--- src/design/sps_pkg.sv ---
package sps_pkg;

    localparam int unsigned DELAY_W = 24;
    localparam int unsigned SPR_W   = 16;
    localparam int unsigned MODE_W  = 2;
    localparam int unsigned COUNT_W = 16;
    localparam int unsigned POS_W   = 16;
    localparam int unsigned COIL_W  = 4;
    localparam int unsigned IDX_W   = 2;
    localparam int unsigned CFG_W   = 24;
    localparam int unsigned BIT_CNT_W = 4;

    localparam logic [DELAY_W-1:0] DELAY_RESET = 24'd1000;
    localparam logic [SPR_W-1:0]   SPR_RESET   = 16'd200;
    localparam logic [MODE_W-1:0]  MODE_RESET  = 2'd0;
    localparam logic [DELAY_W-1:0] ELAPSED_MAX = {DELAY_W{1'b1}};

    localparam logic [IDX_W-1:0] CFG_STEP_DELAY = 2'd0;
    localparam logic [IDX_W-1:0] CFG_STEPS_REV  = 2'd1;
    localparam logic [IDX_W-1:0] CFG_DRIVE_MODE = 2'd2;

    localparam logic [MODE_W-1:0] MODE_FULL = 2'd0;
    localparam logic [MODE_W-1:0] MODE_WAVE = 2'd1;
    localparam logic [MODE_W-1:0] MODE_HALF = 2'd2;

    localparam logic FUNC_TICK = 1'b0;
    localparam logic FUNC_ADD  = 1'b1;

    localparam logic [COIL_W-1:0] B1100 = 4'b1100;
    localparam logic [COIL_W-1:0] B0110 = 4'b0110;
    localparam logic [COIL_W-1:0] B0011 = 4'b0011;
    localparam logic [COIL_W-1:0] B1001 = 4'b1001;
    localparam logic [COIL_W-1:0] B1000 = 4'b1000;
    localparam logic [COIL_W-1:0] B0100 = 4'b0100;
    localparam logic [COIL_W-1:0] B0010 = 4'b0010;
    localparam logic [COIL_W-1:0] B0001 = 4'b0001;

    function automatic logic [COIL_W-1:0] coil_pattern(
        input logic [MODE_W-1:0] mode,
        input logic [2:0]        pos
    );
        logic [COIL_W-1:0] pat;
        pat = B1100;
        case (mode)
            MODE_WAVE: begin
                case (pos[1:0])
                    2'd0:    pat = B1000;
                    2'd1:    pat = B0100;
                    2'd2:    pat = B0010;
                    default: pat = B0001;
                endcase
            end
            MODE_HALF: begin
                case (pos)
                    3'd0:    pat = B1000;
                    3'd1:    pat = B1100;
                    3'd2:    pat = B0100;
                    3'd3:    pat = B0110;
                    3'd4:    pat = B0010;
                    3'd5:    pat = B0011;
                    3'd6:    pat = B0001;
                    default: pat = B1001;
                endcase
            end
            default: begin
                case (pos[1:0])
                    2'd0:    pat = B1100;
                    2'd1:    pat = B0110;
                    2'd2:    pat = B0011;
                    default: pat = B1001;
                endcase
            end
        endcase
        return pat;
    endfunction

endpackage

--- src/design/stepper_phase_sequencer_core.sv ---
// A result word is registered in the cycle after its input word is accepted.
// Throughput: one word per cycle unless stalled; the output register refills
// while the result is taken. After a write to steps_per_revolution, input
// stalls while a bit-serial unit reduces the position modulo the new size.
// Reset (aresetn low, synchronous): registers to defaults, state cleared.
module stepper_phase_sequencer_core
    import sps_pkg::*;
(
    input  logic                      aclk,
    input  logic                      aresetn,

    input  logic                      s_valid,
    output logic                      s_ready,
    input  logic                      s_func,
    input  logic signed [COUNT_W-1:0] s_step_count,

    output logic                      m_valid,
    input  logic                      m_ready,
    output logic [COIL_W-1:0]         m_coils,
    output logic                      m_stepped,
    output logic signed [COUNT_W-1:0] m_pending,
    output logic [POS_W-1:0]          m_shaft_position,

    input  logic                      cfg_valid,
    output logic                      cfg_ready,
    input  logic [IDX_W-1:0]          cfg_index,
    input  logic [CFG_W-1:0]          cfg_data
);

    logic [DELAY_W-1:0] delay_reg;
    logic [SPR_W-1:0]   spr_reg;
    logic [MODE_W-1:0]  mode_reg;

    logic signed [COUNT_W-1:0] pending_reg, pending_next;
    logic [POS_W-1:0]          pos_reg, pos_next;
    logic [POS_W-1:0]          rem_reg, rem_next;
    logic [DELAY_W-1:0]        elapsed_reg, elapsed_next;
    logic [COIL_W-1:0]         coil_reg, coil_next;

    logic                      mod_busy_reg;
    logic [BIT_CNT_W-1:0]      mod_cnt_reg;
    logic [POS_W-1:0]          mod_rem_reg;
    logic [SPR_W:0]            mod_trial;
    logic [SPR_W:0]            mod_step;

    logic                      out_valid_reg;
    logic [COIL_W-1:0]         out_coils_reg;
    logic                      out_stepped_reg;
    logic signed [COUNT_W-1:0] out_pending_reg;
    logic [POS_W-1:0]          out_pos_reg;

    logic                      accept;
    logic                      spr_write;
    logic [SPR_W:0]            spr_full;
    logic signed [COUNT_W:0]   sum;
    logic [DELAY_W-1:0]        elapsed_inc;
    logic                      do_step;
    logic [SPR_W:0]            rem_up;
    logic [SPR_W:0]            step_pos;

    assign s_ready   = !mod_busy_reg && (!out_valid_reg || m_ready);
    assign cfg_ready = 1'b1;
    assign accept    = s_valid && s_ready;
    assign spr_write = cfg_valid && (cfg_index == CFG_STEPS_REV);

    assign m_valid          = out_valid_reg;
    assign m_coils          = out_coils_reg;
    assign m_stepped        = out_stepped_reg;
    assign m_pending        = out_pending_reg;
    assign m_shaft_position = out_pos_reg;

    // size 0 means 65536
    assign spr_full = (spr_reg == '0) ? {1'b1, {SPR_W{1'b0}}} : {1'b0, spr_reg};

    always_comb begin
        pending_next = pending_reg;
        pos_next     = pos_reg;
        rem_next     = rem_reg;
        elapsed_next = elapsed_reg;
        coil_next    = coil_reg;
        do_step      = 1'b0;
        step_pos     = '0;

        sum         = {s_step_count[COUNT_W-1], s_step_count}
                    + {pending_reg[COUNT_W-1], pending_reg};
        elapsed_inc = (elapsed_reg == ELAPSED_MAX) ? elapsed_reg
                                                   : elapsed_reg + 1'b1;
        rem_up      = {1'b0, rem_reg} + 1'b1;

        if (s_func == FUNC_ADD) begin
            if (sum > $signed({2'b00, {(COUNT_W-1){1'b1}}})) begin
                pending_next = {1'b0, {(COUNT_W-1){1'b1}}};
            end else if (sum < $signed({2'b11, {(COUNT_W-1){1'b0}}})) begin
                pending_next = {1'b1, {(COUNT_W-1){1'b0}}};
            end else begin
                pending_next = sum[COUNT_W-1:0];
            end
        end else begin
            elapsed_next = elapsed_inc;
            if (pending_reg != '0 && elapsed_inc >= delay_reg) begin
                do_step      = 1'b1;
                elapsed_next = '0;
                if (!pending_reg[COUNT_W-1]) begin
                    step_pos     = (rem_up == spr_full) ? '0 : rem_up;
                    pending_next = pending_reg - 1'b1;
                end else begin
                    step_pos     = (rem_reg == '0) ? spr_full - 1'b1
                                                   : {1'b0, rem_reg} - 1'b1;
                    pending_next = pending_reg + 1'b1;
                end
                pos_next  = step_pos[POS_W-1:0];
                rem_next  = step_pos[POS_W-1:0];
                coil_next = coil_pattern(mode_reg, step_pos[2:0]);
            end
        end
    end

    // restoring remainder, one position bit per cycle, MSB first
    assign mod_trial = {mod_rem_reg, pos_reg[mod_cnt_reg]};
    assign mod_step  = (mod_trial >= spr_full) ? mod_trial - spr_full : mod_trial;

    always_ff @(posedge aclk) begin
        if (!aresetn) begin
            delay_reg    <= DELAY_RESET;
            spr_reg      <= SPR_RESET;
            mode_reg     <= MODE_RESET;
            mod_busy_reg <= 1'b0;
            mod_cnt_reg  <= '0;
            mod_rem_reg  <= '0;
        end else begin
            if (cfg_valid) begin
                case (cfg_index)
                    CFG_STEP_DELAY: delay_reg <= cfg_data[DELAY_W-1:0];
                    CFG_STEPS_REV:  spr_reg   <= cfg_data[SPR_W-1:0];
                    CFG_DRIVE_MODE: mode_reg  <= cfg_data[MODE_W-1:0];
                    default: ;
                endcase
            end
            if (spr_write) begin
                mod_busy_reg <= 1'b1;
                mod_cnt_reg  <= {BIT_CNT_W{1'b1}};
                mod_rem_reg  <= '0;
            end else if (mod_busy_reg) begin
                mod_rem_reg <= mod_step[POS_W-1:0];
                mod_cnt_reg <= mod_cnt_reg - 1'b1;
                if (mod_cnt_reg == '0) begin
                    mod_busy_reg <= 1'b0;
                end
            end
        end
    end

    always_ff @(posedge aclk) begin
        if (!aresetn) begin
            pending_reg <= '0;
            pos_reg     <= '0;
            rem_reg     <= '0;
            elapsed_reg <= '0;
            coil_reg    <= '0;
        end else if (accept) begin
            pending_reg <= pending_next;
            pos_reg     <= pos_next;
            rem_reg     <= rem_next;
            elapsed_reg <= elapsed_next;
            coil_reg    <= coil_next;
        end else if (mod_busy_reg && !spr_write && mod_cnt_reg == '0) begin
            rem_reg <= mod_step[POS_W-1:0];
        end
    end

    always_ff @(posedge aclk) begin
        if (!aresetn) begin
            out_valid_reg <= 1'b0;
        end else if (accept) begin
            out_valid_reg <= 1'b1;
        end else if (m_ready) begin
            out_valid_reg <= 1'b0;
        end
    end

    always_ff @(posedge aclk) begin
        if (accept) begin
            out_coils_reg   <= coil_next;
            out_stepped_reg <= do_step;
            out_pending_reg <= pending_next;
            out_pos_reg     <= pos_next;
        end
    end

endmodule
--- config.mk ---
export PLATFORM = sky130hd
export DESIGN_NAME = stepper_phase_sequencer_core
export DESIGN_NICKNAME = d
export VERILOG_FILES = /design/src/design/sps_pkg.sv /design/src/design/stepper_phase_sequencer_core.sv
export SDC_FILE = /design/constraint.sdc
export NUM_CORES = 1
export LEC_CHECK = 0
export BUFFER_PORTS_ARGS = -buffer_cell sky130_fd_sc_hd__buf_2
export CORE_ASPECT_RATIO = 0.8
export CORE_MARGIN = 8
export CORE_UTILIZATION = 49
export CTS_CLUSTER_DIAMETER = 80
export CTS_CLUSTER_SIZE = 14
export DETAILED_ROUTE_END_ITERATION = 12
export HOLD_SLACK_MARGIN = 0.15
export PLACE_DENSITY = 0.73
export SLEW_MARGIN = 20
export SYNTH_ARGS = -nofsm -noshare
export SYNTH_HDL_FRONTEND = slang
export SYNTH_SLANG_ARGS = --single-unit
--- constraint.sdc ---
create_clock -name aclk -period 8.06 [get_ports aclk]
set_input_delay 1.612 -clock aclk [delete_from_list [all_inputs] [get_ports aclk]]
set_output_delay 1.612 -clock aclk [all_outputs]
set_load 0.03 [all_outputs]
; ---- Yosys cells after proc, flatten, opt, wreduce, memory -nomap -nowiden
; Cells that the tools add are included.
[totals]
out_inout_bits = 40
regBits = 177
word_cells = 110
input_bits = 48
[op_classes]
bitwise = 2
reduce_logical = 26
n_addsub = 9
mux = 36
n_eq_ne = 16
n_lt_le_gt_ge = 5
[ops]
columns = cell, count
row1 = 16-bit two-way mux, 17
row2 = 24-bit two-way mux, 2
row3 = "16-bit by 1-bit subtractor with 16-bit output, second input constant", 3
row4 = 16-bit zero test, 2
row5 = 4-bit case mux with 7 select lines, 1
row6 = "24-bit by 1-bit adder with 24-bit output, second input constant", 1
row7 = "24-bit equality test, second input constant", 1
row8 = 24-bit greater-or-equal comparator, 1
row9 = 4-bit case mux with 3 select lines, 2
row10 = "16-bit by 1-bit adder with 17-bit output, second input constant", 1
row11 = 16-bit by 16-bit adder with 17-bit output, 1
row12 = 17-bit equality test, 1
row13 = 17-bit greater-or-equal comparator, 1
row14 = "17-bit by 16-bit > comparator with 1-bit output, second input constant", 1
row15 = "17-bit by 16-bit less-than comparator with 1-bit output, second input constant", 1
row16 = 17-bit two-way mux, 1
row17 = "16-bit by 1-bit adder with 16-bit output, second input constant", 1
row18 = 4-bit two-way mux, 4
row19 = 16-bit nonzero test, 1
row20 = 16-bit subtractor, 1
row21 = "3-bit equality test, second input constant", 3
row22 = 4-bit case mux with 2 select lines, 1
row23 = 2-bit AND reduction, 4
row24 = 1-bit two-way mux, 7
row25 = other kinds (19), 35

; ---- Longest topological paths before layout
[logic_depth]
word_depth = 12
ltp_mapped = 22
mapped_depth_nobuf = 19

; ---- Worst setup path before layout
; Ideal clock, no wire load.
[synth_path]
kind = register -> register
start = register elapsed_reg[0]
end = register pos_reg[3]
period_less_slack_ns = 4.872
arrival_ns = 4.753
stages_incl_launch_ff = 22
path_slack_ns = 3.188
setup_ns = 0.119
n_path_buf = 2
required_time_ns = 7.941
cell_sequence = dfxtp_1 -> ha_1 -> nand2_1 -> or2_2 -> nor4_2 -> nor4_1 -> and3_1 -> and3_1 -> clkbuf_1 -> nand3_1 -> xnor2_1 -> ha_1 -> a21o_1 -> a21o_1 -> a21o_1 -> a211o_1 -> o221a_2 -> clkbuf_1 -> nand2_1 -> clkinv_1 -> mux2_2 -> a31o_2
[synth_via]
elab_chain_cells = 6
elab_cells_between_ends = 7
classes_between = 1 x add/sub / 1 x order compare / 1 x eq/ne / 3 x mux / 1 x reduce/logical
[synth_rtl]
columns = element, line_no
row1 = "start, declared", stepper_phase_sequencer_core.sv:37  ; logic [DELAY_W-1:0] elapsed_reg, elapsed_next;
row2 = "start signal, assigned", stepper_phase_sequencer_core.sv:164  ; elapsed_reg <= elapsed_next;
row3 = 24-bit by 1-bit adder with 24-bit output or 24-bit equality test (tied branches), "stepper_phase_sequencer_core.sv:87, stepper_phase_sequencer_core.sv:86"
row4 = 24-bit two-way mux (*), stepper_phase_sequencer_core.sv:86  ; elapsed_inc = (elapsed_reg == ELAPSED_MAX) ? elapsed_reg
row5 = 24-bit greater-or-equal comparator (*), stepper_phase_sequencer_core.sv:100  ; if (pending_reg != '0 && elapsed_inc >= delay_reg) begin
row6 = 1-bit logical AND (*), stepper_phase_sequencer_core.sv:100
row7 = 16-bit two-way mux (*), stepper_phase_sequencer_core.sv:100
row8 = 16-bit two-way mux (*), stepper_phase_sequencer_core.sv:90  ; if (s_func == FUNC_ADD) begin
row9 = via pos_next[3], stepper_phase_sequencer_core.sv:35  ; logic [POS_W-1:0] pos_reg, pos_next;
row10 = "end signal, assigned", stepper_phase_sequencer_core.sv:162  ; pos_reg <= pos_next;
row11 = "end, declared", stepper_phase_sequencer_core.sv:35
; Mark *: on every way through the listed nets, which the timed path passes. The rest lies on a longest branch.
; A chain may end at the register's enable or synchronous reset.

; ---- Worst setup path in the final report
; Ends and elaborated chain as after synthesis.

==> results.txt <==
maximum root-to-sink buffer count - 2
final core utilization - 53.9%
GRT Overall Usage - 23.9%
peak fanout along the critical path - 37
fin crit share - 72.4%
maximum VDD drop - 154 uV
# rows - 52
mapped cell area - 12300 um2
hold_sp - coil_reg[1]
total die area - 30500 um2
area leader, netlist - dfxtp_1
CTS buffer count - 17
leakage - 0.00540 uW
Gate Count Post-Synth - 1504
Yosys top cell area share - 22.7%
crit path DAT - 6.18 ns
pwr dens - 190 nW/um2
Final Hold Viols - 0
status - finished, final reports clean
Worst Hold End - coil_reg[1]
CTS sink count - 177
Yosys cell types - 91
first-pass GRT wire length - 59.2 mm
PostCTS Resize Cnt - 0
DRT iter0 DRCs - 956
chip height - 158 um
GRT overflow - 0
switching power total - 894 uW
worst hold path depth - 2
final wirelength - 37.0 mm
f_max - 171 MHz
Max Slew Vio Count - 0
later-pin clock latency in the skew report - 0.46 ns
setup bufs post-CTS - 0
layout cell share with drive strength beyond 1 - 12.7%
core footprint - 25000 um2
relative slew slack - 28.9%
register share of total power - 39.2%
RSZ-0062 raised after global routing - false
Reg clk slew, reported paths - 0.08 ns
Hold Crit Class - flip-flop to flip-flop
Starting Density - 49.3%
DR WL/cell - 19.8 um
combinational power share - 27.3%
Post-synth ARST share - 0%
Synth Flop Type - dfxtp_1
CP Class - flip-flop to flip-flop
Yosys warning count - 0
cells taking the most area after synthesis - dfxtp_1, edfxtp_1, ha_1, nand2_1, a21oi_1
CTS HTree Levels - 4
initial antenna violation count - 0
ANT cells - 0
syn avg cell area - 8.20 um2
cell internal pwr - 1660 uW
vias per cell - 6.07
#FFs+latches synth - 177
switch share - 35.0%
drt pass-1 iters - 6
Setup TNS Final - 0 ns
Setup crit start kind - flip-flop
Post-synth EDFFs - 37
DR vias - 11.3k
R2R depth - 19
cts hold-fix bufs - 0
Finish-stage setup viols - 0
io pins - 88
RR Endpoint - pos_reg[3]
max-cap violation count - 0
Critical R2R Launch - elapsed_reg[0]
clk_skew - 0.0124 ns
post-DP HPWL - 26.7 mm
fill cell count - 2370
clock group share of total power - 33.5%
area delta synth->final - 9.30%
flop2flop setup slack - 2.22 ns
Port Buf Inserts - 86
worst-margin pin slew - 1.06 ns
GP Congestion - 0.992
syn nets - 1639
die width - 193 um
net count reported at finish - 1666
TritonCTS clock tree - built
largest net degree at the start of global routing - 68
DRC violations left - 0
Clock Root Buffer - clkbuf_16
Setup crit end kind - flip-flop
fin crit period - 5.84 ns
vias in the first global route - 10.8k
Worst EP required - 8.41 ns
sequential element share of the synthesized area - 31.8%
post-route ant nets - 0
==> power groups by stage <==
| stage | combinational, uW | clock, uW | sequential, uW |
|---|---|---|---|
| 2_1_floorplan | 492 | 0 | 1040 |
| 3_3_place_gp | 671 | 0 | 1020 |
| 3_5_place_dp | 684 | 0 | 1020 |
| 4_1_cts | 690 | 864 | 1000 |
| 5_1_grt | 768 | 896 | 1010 |
| 6_report | 699 | 855 | 1000 |
==> area by class of cell <==
cell class / instances / area (um2) / share of cell area, %
Multi-Input combinational cell: 1159 / 7730 / 57.4
Sequential cell: 177 / 3910 / 29.1
Timing Repair Buffer: 100 / 536 / 3.98
Clock buffer: 19 / 464 / 3.45
Tap cell: 324 / 405 / 3.01
Inverter: 76 / 285 / 2.12
Clock inverter: 13 / 133 / 0.984
==> stage by stage <==
step           cell area, um2  instances  hold slack [ns]  total power (uW)  setup slack, ns
6_report                13500       1868            0.460              2560             2.22
5_1_grt                 13500       1868            0.482              2670             1.84
4_1_cts                 13500       1868            0.465              2560             2.27
3_5_place_dp            12900       1836            0.448              1700             2.28
3_3_place_gp            12900       1836            0.443              1690             2.46
2_1_floorplan           12300       1504            0.436              1530             3.19
==> layer usage <==
metal  track usage, %  wire length (um)  up-vias
li1                 -                 -     5447
met1             32.2             17100     5377
met2             37.9             16400      442
met3             5.06              2570       65
met4             7.61               860        0
met5                0                 0        -
==> critical path, cell delays in order (launching register included) <==
cell	delay, ns
dfxtp_1	0.41
ha_1	0.19
nand2_1	0.08
or2_2	0.32
nor4_2	0.59
nor4_1	0.20
and3_1	0.29
and3_1	0.26
nand3_1	0.14
xnor2_1	0.14
ha_1	0.26
a21o_1	0.16
a21o_1	0.17
a21o_1	0.19
a211o_1	0.22
o221a_2	0.54
nand2_1	0.21
clkinv_1	0.56
mux2_2	0.52
a31o_2	0.25
==> synthesized netlist by cell type (16+ instances only) <==
cell type / n
nand2_1: 210
dfxtp_1: 140
nor2_1: 127
a21oi_1: 113
ha_1: 84
o21ai_0: 77
clkbuf_1: 73
inv_1: 73
xnor2_1: 53
xor2_1: 40
edfxtp_1: 37
mux2i_1: 36
nor3_1: 36
nand3_1: 29
a211oi_1: 28
o22ai_1: 19
o211ai_1: 17
nand4_1: 16
==> placed cells by master (no fill, tap or decap), types with 6 or more instances in the layout <==
cell / Yosys / routed
o21a_1: 13 / 13
dfxtp_1: 140 / 140
buf_2: 6 / 86
o21ai_0: 77 / 77
nor2b_1: 6 / 6
or2_2: 9 / 9
nand2_1: 210 / 210
clkbuf_16: 0 / 18
ha_1: 84 / 84
xor2_1: 40 / 40
o22ai_1: 19 / 19
o21ba_2: 11 / 11
nor3_1: 36 / 36
o211ai_1: 17 / 17
nand3b_1: 9 / 9
nor2_1: 127 / 127
mux2i_1: 36 / 36
a21oi_1: 113 / 113
o221ai_1: 13 / 13
a31oi_1: 9 / 9
a22oi_1: 13 / 13
nand3_1: 29 / 29
nand4_1: 16 / 16
xnor2_1: 53 / 53
buf_4: 1 / 14
mux2_2: 7 / 7
inv_1: 73 / 72
edfxtp_1: 37 / 37
a21o_1: 15 / 15
a211oi_1: 28 / 28
nor4_1: 15 / 15
and3_1: 13 / 13
o31ai_1: 12 / 11
nand2b_1: 15 / 15
==> kinds of logic (layout without fill, tap and decap cells) <==
group | Yosys count | in the layout | share of synthesized area, %
AOI/OAI and AO/OA | 405 | 405 | 22.1
xor gates and xnor gates | 97 | 97 | 7.35
adders and majority gates | 90 | 90 | 9.26
buffers and inverters | 168 | 208 | 5.59
DFF | 177 | 177 | 31.8
muxes | 48 | 48 | 4.48
other | 1 | 1 | 0.0304
and+or+nand+nor | 518 | 518 | 19.5
==> how the worst max path moves through the flow <==
stage	start	endpoint	slack [ns]	cells after the start
2_1_floorplan	elapsed_reg[0]	pos_reg[3]	3.19	21
3_3_place_gp	elapsed_reg[0]	pos_reg[3]	2.46	19
3_5_place_dp	elapsed_reg[0]	pos_reg[3]	2.28	19
4_1_cts	elapsed_reg[0]	pos_reg[3]	2.27	19
5_1_grt	elapsed_reg[0]	pos_reg[3]	1.84	19
6_report	elapsed_reg[0]	pos_reg[3]	2.22	19
Note: power is estimated with default switching activity, not from simulation.
